--- config.mk ---
export PLATFORM = sky130hd
export DESIGN_NAME = ps2_mouse_host_link_top
export DESIGN_NICKNAME = d
export VERILOG_FILES = /design/src/rtl/ps2mh_pkg.sv /design/src/rtl/ps2mh_top.sv /design/src/rtl/ps2mh_core.sv /design/src/rtl/ps2mh_outq.sv
export SDC_FILE = /design/constraint.sdc
export NUM_CORES = 1
export LEC_CHECK = 0
export ABC_CLOCK_PERIOD_IN_PS = 3300
export CAP_MARGIN = 20
export CORE_ASPECT_RATIO = 2
export CORE_UTILIZATION = 55
export CTS_CLUSTER_SIZE = 12
export DETAILED_ROUTE_END_ITERATION = 16
export DONT_BUFFER_PORTS = 1
export GPL_ROUTABILITY_DRIVEN = 0
export PLACE_DENSITY = 0.7
export REMOVE_ABC_BUFFERS = 1
export SYNTH_ARGS = -nofsm -noshare
export SYNTH_HDL_FRONTEND = slang
export SYNTH_SLANG_ARGS = --single-unit
--- constraint.sdc ---
create_clock -name clk -period 3.3 [get_ports clk]
set_input_delay 0.165 -clock clk [delete_from_list [all_inputs] [get_ports clk]]
set_output_delay 0.165 -clock clk [all_outputs]
set_load 0.02 [all_outputs]
--- src/rtl/ps2mh_pkg.sv ---
// Shared types and constants for the PS/2 mouse host link.
`default_nettype none

package ps2mh_pkg;

    // Item operation codes
    localparam logic OP_EDGE    = 1'b0;
    localparam logic OP_REQUEST = 1'b1;

    // Error codes
    localparam logic [2:0] ERR_NONE   = 3'd0;
    localparam logic [2:0] ERR_START  = 3'd1;
    localparam logic [2:0] ERR_PARITY = 3'd2;
    localparam logic [2:0] ERR_STOP   = 3'd3;
    localparam logic [2:0] ERR_ALWAYS = 3'd4;
    localparam logic [2:0] ERR_SIGN   = 3'd5;

    // Frame positions
    localparam logic [3:0] POS_START  = 4'd0;
    localparam logic [3:0] POS_LAST_D = 4'd8;
    localparam logic [3:0] POS_PARITY = 4'd9;
    localparam logic [3:0] POS_STOP   = 4'd10;

    // Packet slots
    localparam logic [1:0] SLOT_HEAD = 2'd0;
    localparam logic [1:0] SLOT_X    = 2'd1;
    localparam logic [1:0] SLOT_Y    = 2'd2;

    // Output queue depth
    localparam logic [1:0] QUEUE_FULL = 2'd2;

    typedef struct packed {
        logic       drive_data;
        logic       drive_enable;
        logic       inhibit_clock;
        logic       sending;
        logic       packet_valid;
        logic [2:0] buttons;
        logic [7:0] move_x;
        logic [7:0] move_y;
        logic       x_overflow;
        logic       y_overflow;
        logic [2:0] error;
    } result_t;

endpackage

`default_nettype wire

--- src/rtl/ps2mh_top.sv ---
// Top level of the PS/2 mouse host link: input register, link core, result queue.
// An accepted word is held in the input register; the link core then computes its result,
// which is pushed into the result queue that drives out_valid. Throughput: one word per cycle
// while the queue is not full; a two-entry result queue lets input words keep flowing under
// output stall until it fills. Reset (rst_n low, asynchronous) clears all control state and empties the queue;
// the three packet byte slots hold no reset and are filled before any check reads them.
`default_nettype none

module ps2_mouse_host_link_top
    import ps2mh_pkg::*;
(
    input  wire logic       clk,
    input  wire logic       rst_n,
    input  wire logic       in_valid,
    output logic            in_stall,
    input  wire logic       op,
    input  wire logic       line_bit,
    input  wire logic [7:0] command_byte,
    output logic            out_valid,
    input  wire logic       out_stall,
    output logic            drive_data,
    output logic            drive_enable,
    output logic            inhibit_clock,
    output logic            sending,
    output logic            packet_valid,
    output logic [2:0]      buttons,
    output logic [7:0]      move_x,
    output logic [7:0]      move_y,
    output logic            x_overflow,
    output logic            y_overflow,
    output logic [2:0]      error
);

    logic       s1_valid_reg;
    logic       s1_op_reg;
    logic       s1_bit_reg;
    logic [7:0] s1_cmd_reg;
    logic       fire;
    logic       pop;
    logic       q_full;
    logic       q_not_empty;
    logic       accept;
    result_t    res;
    result_t    head;

    assign pop      = q_not_empty && !out_stall;
    assign fire     = s1_valid_reg && (!q_full || pop);
    assign in_stall = s1_valid_reg && !fire;
    assign accept   = in_valid && !in_stall;

    always_ff @(posedge clk or negedge rst_n)
    begin
        if (!rst_n)
            s1_valid_reg <= 1'b0;
        else if (accept)
            s1_valid_reg <= 1'b1;
        else if (fire)
            s1_valid_reg <= 1'b0;
    end

    always_ff @(posedge clk)
    begin
        if (accept)
        begin
            s1_op_reg  <= op;
            s1_bit_reg <= line_bit;
            s1_cmd_reg <= command_byte;
        end
    end

    ps2mh_core u_core (
        .clk          (clk),
        .rst_n        (rst_n),
        .fire         (fire),
        .op           (s1_op_reg),
        .line_bit     (s1_bit_reg),
        .command_byte (s1_cmd_reg),
        .res          (res)
    );

    ps2mh_outq u_outq (
        .clk       (clk),
        .rst_n     (rst_n),
        .push      (fire),
        .push_data (res),
        .pop       (pop),
        .full      (q_full),
        .not_empty (q_not_empty),
        .head      (head)
    );

    assign out_valid     = q_not_empty;
    assign drive_data    = head.drive_data;
    assign drive_enable  = head.drive_enable;
    assign inhibit_clock = head.inhibit_clock;
    assign sending       = head.sending;
    assign packet_valid  = head.packet_valid;
    assign buttons       = head.buttons;
    assign move_x        = head.move_x;
    assign move_y        = head.move_y;
    assign x_overflow    = head.x_overflow;
    assign y_overflow    = head.y_overflow;
    assign error         = head.error;

`ifndef SYNTH
    a_stall_needs_word: assert property (@(posedge clk) disable iff (!rst_n)
        in_stall |-> s1_valid_reg && q_full)
        else $error("input stalled without a held word and a full queue");

    a_request_starts_frame: assert property (@(posedge clk) disable iff (!rst_n)
        fire && s1_op_reg == OP_REQUEST |-> res.inhibit_clock && res.sending &&
            res.drive_enable && !res.drive_data)
        else $error("command request did not start a transmit frame");

    a_packet_clean: assert property (@(posedge clk) disable iff (!rst_n)
        fire && res.packet_valid |-> res.error == ERR_NONE && !res.sending)
        else $error("packet delivered with an error or during transmit");

    a_full_holds_head: assert property (@(posedge clk) disable iff (!rst_n)
        q_full && out_stall |=> q_full && $stable(head))
        else $error("queue head changed while stalled and full");
`endif

endmodule

`default_nettype wire

--- src/rtl/ps2mh_core.sv ---
// Link state and per-word receive, packet check and transmit logic.
`default_nettype none

module ps2mh_core
    import ps2mh_pkg::*;
(
    input  wire logic       clk,
    input  wire logic       rst_n,
    input  wire logic       fire,
    input  wire logic       op,
    input  wire logic       line_bit,
    input  wire logic [7:0] command_byte,
    output result_t         res
);

    logic [3:0] rx_pos_reg, rx_pos_next;
    logic [7:0] rx_shift_reg, rx_shift_next;
    logic [1:0] pkt_pos_reg, pkt_pos_next;
    logic       tx_active_reg, tx_active_next;
    logic [7:0] tx_byte_reg, tx_byte_next;
    logic [3:0] tx_pos_reg, tx_pos_next;
    logic       drv_level_reg, drv_level_next;
    logic       drv_on_reg, drv_on_next;
    logic [7:0] store_reg [3];
    logic       store_we;
    logic [1:0] store_slot;

    logic [1:0] slot;
    logic [7:0] b0;
    logic [7:0] bx;
    logic [7:0] by;

    always_comb
    begin
        rx_pos_next    = rx_pos_reg;
        rx_shift_next  = rx_shift_reg;
        pkt_pos_next   = pkt_pos_reg;
        tx_active_next = tx_active_reg;
        tx_byte_next   = tx_byte_reg;
        tx_pos_next    = tx_pos_reg;
        drv_level_next = drv_level_reg;
        drv_on_next    = drv_on_reg;
        store_we       = 1'b0;
        slot           = (pkt_pos_reg > SLOT_Y) ? SLOT_Y : pkt_pos_reg;
        store_slot     = slot;
        b0             = store_reg[0];
        bx             = store_reg[1];
        by             = rx_shift_reg;
        res            = '0;

        if (op == OP_REQUEST)
        begin
            tx_active_next = 1'b1;
            tx_byte_next   = command_byte;
            tx_pos_next    = 4'd0;
            drv_level_next = 1'b0;
            drv_on_next    = 1'b1;
            rx_pos_next    = POS_START;
            res.inhibit_clock = 1'b1;
        end
        else if (tx_active_reg)
        begin
            priority if (tx_pos_reg <= 4'd7)
            begin
                drv_level_next = tx_byte_reg[tx_pos_reg[2:0]];
                drv_on_next    = 1'b1;
                tx_pos_next    = tx_pos_reg + 4'd1;
            end
            else if (tx_pos_reg == 4'd8)
            begin
                drv_level_next = ~(^tx_byte_reg);
                drv_on_next    = 1'b1;
                tx_pos_next    = tx_pos_reg + 4'd1;
            end
            else if (tx_pos_reg == 4'd9)
            begin
                drv_level_next = 1'b1;
                drv_on_next    = 1'b0;
                tx_pos_next    = tx_pos_reg + 4'd1;
            end
            else
            begin
                // acknowledge edge: release and end the frame
                drv_level_next = 1'b1;
                drv_on_next    = 1'b0;
                tx_active_next = 1'b0;
                tx_byte_next   = 8'd0;
                tx_pos_next    = 4'd0;
            end
        end
        else
        begin
            priority if (rx_pos_reg == POS_START)
            begin
                if (line_bit)
                    res.error = ERR_START;
                else
                    rx_pos_next = 4'd1;
            end
            else if (rx_pos_reg <= POS_LAST_D)
            begin
                rx_shift_next = {line_bit, rx_shift_reg[7:1]};
                rx_pos_next   = rx_pos_reg + 4'd1;
            end
            else if (rx_pos_reg == POS_PARITY)
            begin
                if ((^rx_shift_reg ^ line_bit) != 1'b1)
                begin
                    res.error   = ERR_PARITY;
                    rx_pos_next = POS_START;
                end
                else
                    rx_pos_next = POS_STOP;
            end
            else
            begin
                rx_pos_next = POS_START;
                if (!line_bit)
                    res.error = ERR_STOP;
                else
                begin
                    store_we = 1'b1;
                    if (slot != SLOT_Y)
                        pkt_pos_next = slot + 2'd1;
                    else
                    begin
                        pkt_pos_next = SLOT_HEAD;
                        priority if (!b0[3])
                            res.error = ERR_ALWAYS;
                        else if (bx[7] != b0[4] || by[7] != b0[5])
                            res.error = ERR_SIGN;
                        else
                        begin
                            res.packet_valid = 1'b1;
                            res.buttons      = b0[2:0];
                            res.move_x       = bx;
                            res.move_y       = by;
                            res.x_overflow   = b0[6];
                            res.y_overflow   = b0[7];
                        end
                    end
                end
            end
        end

        res.drive_data   = drv_level_next;
        res.drive_enable = drv_on_next;
        res.sending      = tx_active_next;
    end

    always_ff @(posedge clk or negedge rst_n)
    begin
        if (!rst_n)
        begin
            rx_pos_reg    <= POS_START;
            rx_shift_reg  <= 8'd0;
            pkt_pos_reg   <= SLOT_HEAD;
            tx_active_reg <= 1'b0;
            tx_byte_reg   <= 8'd0;
            tx_pos_reg    <= 4'd0;
            drv_level_reg <= 1'b1;
            drv_on_reg    <= 1'b0;
        end
        else if (fire)
        begin
            rx_pos_reg    <= rx_pos_next;
            rx_shift_reg  <= rx_shift_next;
            pkt_pos_reg   <= pkt_pos_next;
            tx_active_reg <= tx_active_next;
            tx_byte_reg   <= tx_byte_next;
            tx_pos_reg    <= tx_pos_next;
            drv_level_reg <= drv_level_next;
            drv_on_reg    <= drv_on_next;
        end
    end

    // packet bytes hold no reset; each slot is written before it is read
    always_ff @(posedge clk)
    begin
        if (fire && store_we)
            store_reg[store_slot] <= rx_shift_reg;
    end

endmodule

`default_nettype wire

--- src/rtl/ps2mh_outq.sv ---
// Two-entry result queue: output register plus skid slot.
`default_nettype none

module ps2mh_outq
    import ps2mh_pkg::*;
(
    input  wire logic    clk,
    input  wire logic    rst_n,
    input  wire logic    push,
    input  wire result_t push_data,
    input  wire logic    pop,
    output logic         full,
    output logic         not_empty,
    output result_t      head
);

    logic [1:0] count_reg, count_next;
    result_t    q0_reg, q0_next;
    result_t    q1_reg, q1_next;

    assign full      = (count_reg == QUEUE_FULL);
    assign not_empty = (count_reg != 2'd0);
    assign head      = q0_reg;

    always_comb
    begin
        q0_next    = q0_reg;
        q1_next    = q1_reg;
        count_next = count_reg;
        unique case ({push, pop})
            2'b11:
            begin
                if (count_reg == 2'd1)
                    q0_next = push_data;
                else
                begin
                    q0_next = q1_reg;
                    q1_next = push_data;
                end
            end
            2'b10:
            begin
                count_next = count_reg + 2'd1;
                if (count_reg == 2'd0)
                    q0_next = push_data;
                else
                    q1_next = push_data;
            end
            2'b01:
            begin
                count_next = count_reg - 2'd1;
                q0_next    = q1_reg;
            end
            default:
            begin
                count_next = count_reg;
            end
        endcase
    end

    always_ff @(posedge clk or negedge rst_n)
    begin
        if (!rst_n)
            count_reg <= 2'd0;
        else
            count_reg <= count_next;
    end

    always_ff @(posedge clk)
    begin
        q0_reg <= q0_next;
        q1_reg <= q1_next;
    end

endmodule

`default_nettype wire

==> results.sh, run 1 <==
export IMPL_rsz0062_at_grt="no"
export IMPL_hold_path_class="input port to flip-flop"
export IMPL_num_io_pins=45
export IMPL_synth_edf_count=84
export IMPL_relSlewSlack_pct=62.2
export IMPL_startpoint="u_outq.count_reg[1]$_DFFE_PN0N_"
export IMPL_tns_ns=0
export IMPL_async_flop_share_pct=27.6
export IMPL_synth_cells=334
export IMPL_die_y_um=136
export IMPL_leakage_nw=2.31
export IMPL_p_seq_share_pct=45.1
export IMPL_routed_wl_um=8450
export IMPL_netlist_top_cells_area="edfxtp_1, dfrtp_1, mux2_2"
export IMPL_num_vias=2734
export IMPL_synth_common_cells="edfxtp_1, mux2_2, dfrtp_1"
export IMPL_syn_to_final_growth_pct=17.9
export IMPL_synth_area_sq_um=4940
export IMPL_status="completed"
export IMPL_cts_tree="built"
export IMPL_clock_path_buffers=2
export IMPL_arrival_ns=2.77
export IMPL_pwr_share_clk_pct=35.6
export IMPL_yosys_cell_count_top_type="edfxtp_1"
export IMPL_timing_fmax_mhz=403
export IMPL_die_w_um=69.0
export IMPL_h_tree_depth=4
export IMPL_max_cap_violations=0
export IMPL_clk_latency_ns=0.41
export IMPL_dpl_hpwl_um=5610
export IMPL_p_total_mw=5.29
export IMPL_worstHoldStart="out_stall"
export IMPL_ir_drop_uv=726
export IMPL_initial_core_util_pct=57.1
export IMPL_yosysUniqueCellTypes=43
export IMPL_io_buffers=0
export IMPL_post_cts_buffers=0
export IMPL_dieArea_sq_um=9380
export IMPL_n_antenna_cell=0
export IMPL_cts_buffers=17
export IMPL_finalSetupViolations=0
export IMPL_yosys_warnings=0
export IMPL_finalMaxSlewViolations=0
export IMPL_coreArea_sq_um=8650
export IMPL_drcViolationCount=0
export IMPL_critical_path_class="flip-flop to flip-flop"
export IMPL_seq_area_frac_synth_pct=67.3
export IMPL_required_ns=3.59
export IMPL_cts_sinks=116
export IMPL_fillCellCount=624
export IMPL_drtPass1Iterations=4
export IMPL_synth_top_area_cell="edfxtp_1"
export IMPL_netSwitchingFraction_pct=28.9
export IMPL_nets=385
export IMPL_first_global_vias=2851
export IMPL_num_rows=48
export IMPL_antenna_found_initial=0
export IMPL_finalHoldViolations=0
export IMPL_ant_nets=0
export IMPL_syn_area_per_cell_sq_um=14.8
export IMPL_synth_ff_type="edfxtp_1"
export IMPL_r2r_start="u_outq.count_reg[1]$_DFFE_PN0N_"
export IMPL_worst_slew_pin_slew_ns=0.559
export IMPL_drive_above_1_share_pct=22.4
export IMPL_skew_ns=0.0101
export IMPL_period_share_pct=75.2
export IMPL_synth_top_area_share_pct=51.1
export IMPL_p_int_mw=3.76
export IMPL_grt_pass1_wl_um=13800
export IMPL_path_clk_slew_ns=0.05
export IMPL_ys_ff_latch=116
export IMPL_drtIter0Drc=114
export IMPL_p_switching_mw=1.53
export IMPL_grt_max_degree=33
export IMPL_worst_path_max_fanout=14
export IMPL_period_needed_ns=2.48
export IMPL_startpoint_type="flip-flop"
export IMPL_cts_root_buf="clkbuf_16"
export IMPL_endpoint_kind="flip-flop"
export IMPL_powerDensity_nw_per_um2=909
export IMPL_grt_use_total_pct=21.0
export IMPL_vias_per_cell=5.76
export IMPL_share_comb_of_total_power_pct=19.3
export IMPL_wl_per_cell_um=17.8
export IMPL_overflow=0
[worst paths after layout]
check	endpoint	slack, ns	depth (start not counted)
worst max-delay path	u_core.by[5]$_DFFE_PN0P_	0.82	8
worst min-delay path	u_outq.count_reg[1]$_DFFE_PN0N_	0.12	5
worst max register to register	u_core.by[5]$_DFFE_PN0P_	0.82	8
worst min register to register	u_core.tx_byte_reg[0]$_DFFE_PN0P_	0.47	1
max in group asynchronous	u_core.drv_level_reg$_DFFE_PN1P_	2.87	2
min in group asynchronous	u_core.tx_pos_reg[2]$_DFFE_PN0P_	0.18	2
[critical path, cell delays in order, from the launching register on]
cell	delay [ns]
dfrtp_1	0.40
inv_1	0.08
ha_1	0.23
or2_2	0.35
a21boi_2	0.14
buf_4	0.20
o211ai_1	0.17
a21oi_2	0.39
mux2_2	0.40
[power groups by stage]
stage,clock [mW],sequential [mW],combinational [mW]
floorplan,0,2.35,0.808
global placement,0,2.40,0.976
detailed placement,0,2.42,1.01
CTS,1.91,2.39,1.04
global route,1.99,2.44,1.13
finish,1.89,2.39,1.02
[timing repair]
action,in CTS,in global routing
hold endpoints to repair,43,0
resized for setup,0,0
hold buffers,13,0
[kinds of logic (layout without fill, tap and decap cells)]
kind of cell | after synthesis | after routing | synth area share (%)
AOI/OAI and AO/OA | 46 | 46 | 6.34
buffers and inverters | 22 | 63 | 1.85
xor gates and xnor gates | 17 | 17 | 3.29
and+or+nand+nor | 83 | 83 | 8.95
adders and majority gates | 9 | 9 | 2.28
DFF | 116 | 116 | 67.3
muxes | 41 | 41 | 9.96
[through the flow]
step	hold WS, ns	instances	setup WS [ns]	area, sq um	util (%)
floorplan	-0.131	323	0.0596	4890	-
global placement	-0.130	430	0.924	5070	58.6
global route	0.154	475	0.630	5820	67.3
detailed placement	-0.130	430	0.843	5070	58.6
finish	0.121	475	0.817	5820	67.3
CTS	0.112	475	0.808	5820	67.3
[per-layer routing]
layer  routed length (um)  global-route usage, %  up-vias
met5                    0                      0        -
met4                  281                   12.8        0
met3                  282                   6.71       23
met2                 4910                   36.4       66
met1                 2980                   20.5     1362
li1                     -                      -     1283
[layout make-up]
cell class	count	area (sq um)	share of cell area (%)
inverters	11	41.3	0.709
clock buffers	17	425	7.31
repair buffers	20	193	3.31
multi-input cells	196	1530	26.2
well taps	100	125	2.15
clock inverters	15	188	3.22
flip-flops and latches	116	3320	57.1
[placed cells by master (no fill, tap or decap), drive strengths merged, types with 8 or more instances in the layout]
| cell type | netlist | final |
|---|---|---|
| dlygate4sd3 | 0 | 12 |
| dfrtp | 31 | 31 |
| ha | 9 | 9 |
| o21ai | 12 | 12 |
| edfxtp | 84 | 84 |
| a21oi | 12 | 12 |
| and2 | 23 | 23 |
| buf | 5 | 8 |
| clkbuf | 6 | 17 |
| nor2 | 13 | 13 |
| xnor2 | 14 | 14 |
| nand2 | 17 | 17 |
| inv | 11 | 12 |
| a22o | 10 | 10 |
| mux2 | 39 | 39 |
(Power assumes the default switching activity.)
==> inputs of run 2 (changes only) <==
--- a/config.mk
+++ b/config.mk
@@ -5,7 +5,7 @@
 export SDC_FILE = /design/constraint.sdc
 export NUM_CORES = 1
 export LEC_CHECK = 0
-export ABC_CLOCK_PERIOD_IN_PS = 3300
+export ABC_CLOCK_PERIOD_IN_PS = 2150
 export CAP_MARGIN = 20
 export CORE_ASPECT_RATIO = 2
 export CORE_UTILIZATION = 55
@@ -13,7 +13,7 @@
 export DETAILED_ROUTE_END_ITERATION = 16
 export DONT_BUFFER_PORTS = 1
 export GPL_ROUTABILITY_DRIVEN = 0
-export PLACE_DENSITY = 0.7
+export PLACE_DENSITY = 0.73
 export REMOVE_ABC_BUFFERS = 1
 export SYNTH_ARGS = -nofsm -noshare
 export SYNTH_HDL_FRONTEND = slang
==> constraint.sdc (replaced) <==
create_clock -name clk -period 2.15 [get_ports clk]
set_input_delay 0.1075 -clock clk [delete_from_list [all_inputs] [get_ports clk]]
set_output_delay 0.1075 -clock clk [all_outputs]
set_load 0.02 [all_outputs]
==> run 2 against run 1 <==
  * Non-clock buffer count grew 25
  * Design area rose by 5.2%
  * Clock skew shrank 0.0010 ns
  * Critical path depth down 1
  * First-iteration DRC count increased by 1.8%
  * Sequential share of layout area is 2.8 points lower
  * Worst hold slack got worse by 0.042 ns
  * Flip-flop and latch count unchanged
  * Combinational power is 110% higher
  * Final cell count up 5.1%
  * Global-route usage is 0.60 points higher
  * Largest cell class unchanged
==> results.sh, run 2 (synthesis gave the netlist of run 1 again) <==
export IMPL_powerDensity_nw_per_um2=1370
export IMPL_arrival_ns=2.27
export IMPL_die_y_um=136
export IMPL_worst_path_largest_cell_delay_ns=0.41
export IMPL_num_io_pins=45
export IMPL_max_cap_violations=0
export IMPL_cpMaxStageDelayCell="or3_4"
export IMPL_startpoint_type="flip-flop"
export IMPL_tns_ns=0
export IMPL_required_ns=2.30
export IMPL_dieArea_sq_um=9380
export IMPL_drcViolationCount=0
export IMPL_die_w_um=69.0
export IMPL_period_needed_ns=2.12
export IMPL_endpoint_kind="flip-flop"
export IMPL_routed_wl_um=9180
export IMPL_drtPass1Iterations=4
export IMPL_netSwitchingFraction_pct=29.7
export IMPL_grt_pass1_wl_um=14200
export IMPL_nets=410
export IMPL_ant_nets=0
export IMPL_path_clk_slew_ns=0.05
export IMPL_skew_ns=0.00903
export IMPL_ir_drop_uv=737
export IMPL_dpl_hpwl_um=5810
export IMPL_status="completed"
export IMPL_path_delay_family="simple AND/OR/NAND/NOR gates"
export IMPL_final_common_cell="edfxtp_1"
export IMPL_num_vias=2839
export IMPL_grt_max_degree=33
export IMPL_cts_buffers=17
export IMPL_timing_fmax_mhz=473
export IMPL_worst_path_max_fanout=7
export IMPL_coreArea_sq_um=8650
export IMPL_p_switching_mw=2.50
export IMPL_io_buffers=0
export IMPL_period_share_pct=98.4
export IMPL_final_cell_mix="edfxtp_1, mux2_2, dfrtp_1"
export IMPL_fillCellCount=565
export IMPL_wl_per_cell_um=18.4
export IMPL_pre_cts_slack_ns=-0.0271
export IMPL_hold_path_class="input port to flip-flop"
export IMPL_cts_sinks=116
export IMPL_critical_path_class="flip-flop to flip-flop"
export IMPL_p_seq_share_pct=43.3
export IMPL_holdWs_ns=0.0785
export IMPL_finalHoldViolations=0
export IMPL_syn_to_final_growth_pct=24.0
export IMPL_initial_core_util_pct=57.1
export IMPL_finalMaxSlewViolations=0
export IMPL_worst_slew_pin_slew_ns=0.429
export IMPL_first_global_vias=2994
export IMPL_clk_latency_ns=0.41
export IMPL_vias_per_cell=5.69
export IMPL_grt_use_total_pct=21.6
export IMPL_finalSetupViolations=0
export IMPL_drive_above_1_share_pct=30.6
export IMPL_relSlewSlack_pct=71.4
export IMPL_leakage_nw=2.46
export IMPL_antenna_found_initial=0
export IMPL_clock_path_buffers=2
export IMPL_p_total_mw=8.40
export IMPL_path_buf_inv=3
export IMPL_drtIter0Drc=116
export IMPL_num_rows=48
export IMPL_cts_root_buf="clkbuf_16"
export IMPL_cts_tree="built"
export IMPL_overflow=0
export IMPL_p_int_mw=5.90
export IMPL_share_comb_of_total_power_pct=25.6
export IMPL_pwr_share_clk_pct=31.1
export IMPL_layout_setup_ws_ns=0.0340
export IMPL_n_antenna_cell=0
export IMPL_crit_chain="inv_1 -> ha_2 -> or3_4 -> a21oi_4 -> buf_12 -> clkbuf_16 -> mux2_2"
export IMPL_h_tree_depth=4
-- run 2: power by group through the flow --
stage	combinational [mW]	sequential, mW	clock, mW
6_report	2.15	3.64	2.61
2_1_floorplan	1.24	3.61	0
3_5_place_dp	1.75	3.67	0
5_1_grt	2.31	3.73	2.75
3_3_place_gp	1.71	3.65	0
4_1_cts	1.83	3.63	2.65
-- run 2: final timing paths --
check                                                 from                           endpoint  slack [ns]  depth (start not counted)
max                        u_outq.count_reg[1]$_DFFE_PN0N_          u_outq.head[26]$_DFFE_PP_        0.03                          7
min                                              out_stall    u_outq.count_reg[1]$_DFFE_PN0N_        0.08                          3
max reg2reg                u_outq.count_reg[1]$_DFFE_PN0N_          u_outq.head[26]$_DFFE_PP_        0.03                          7
min reg2reg                        s1_cmd_reg[5]$_DFFE_PP_  u_core.tx_byte_reg[5]$_DFFE_PN0P_        0.46                          1
max in group asynchronous                            rst_n   u_core.drv_level_reg$_DFFE_PN1P_        1.77                          2
min in group asynchronous                            rst_n   u_core.tx_pos_reg[3]$_DFFE_PN0P_        0.14                          2
-- run 2: what timing repair did --
action | in CTS | in global routing
cloned | 0 | 3
pin swaps | 3 | 2
hold endpoints to repair | 43 | 0
setup buffers | 1 | 2
setup endpoints to repair | 24 | 118
gates resized for setup | 3 | 22
hold buffers | 13 | 0
-- run 2: final cells by class --
cell class                      instances  area [sq um]  share of cell area (%)
Sequential cell                       116          3330                    54.3
Timing Repair Buffer                   45           477                    7.78
Clock inverter                         12           115                    1.88
Inverter                               11          41.3                   0.674
Clock buffer                           19           433                    7.07
Multi-Input combinational cell        196          1610                    26.2
Tap cell                              100           125                    2.04
-- run 2: layer usage --
layer | part of all wire [%] | track usage [%] | vias to the layer above
met5 | 0 | 0 | -
met4 | 2.4 | 11.1 | 0
met3 | 2.5 | 6.63 | 17
met2 | 60 | 39.5 | 65
met1 | 35 | 20.1 | 1426
li1 | - | - | 1331
-- run 2: worst min-delay path: cells and delay by family --
kind,cells,cell delay [ns]
AO/OA/AOI/OAI,2,0.21
AND/OR/NAND/NOR,1,0.12
-- run 2: per-stage QoR --
| step | util, % | cells | area (sq um) |
|---|---|---|---|
| after CTS | 68.9 | 494 | 5960 |
| after detailed placement | 60.7 | 449 | 5250 |
| after floorplan | - | 323 | 4890 |
| after global routing | 70.8 | 499 | 6120 |
| after global placement | 60.7 | 449 | 5250 |
| final | 70.8 | 499 | 6120 |
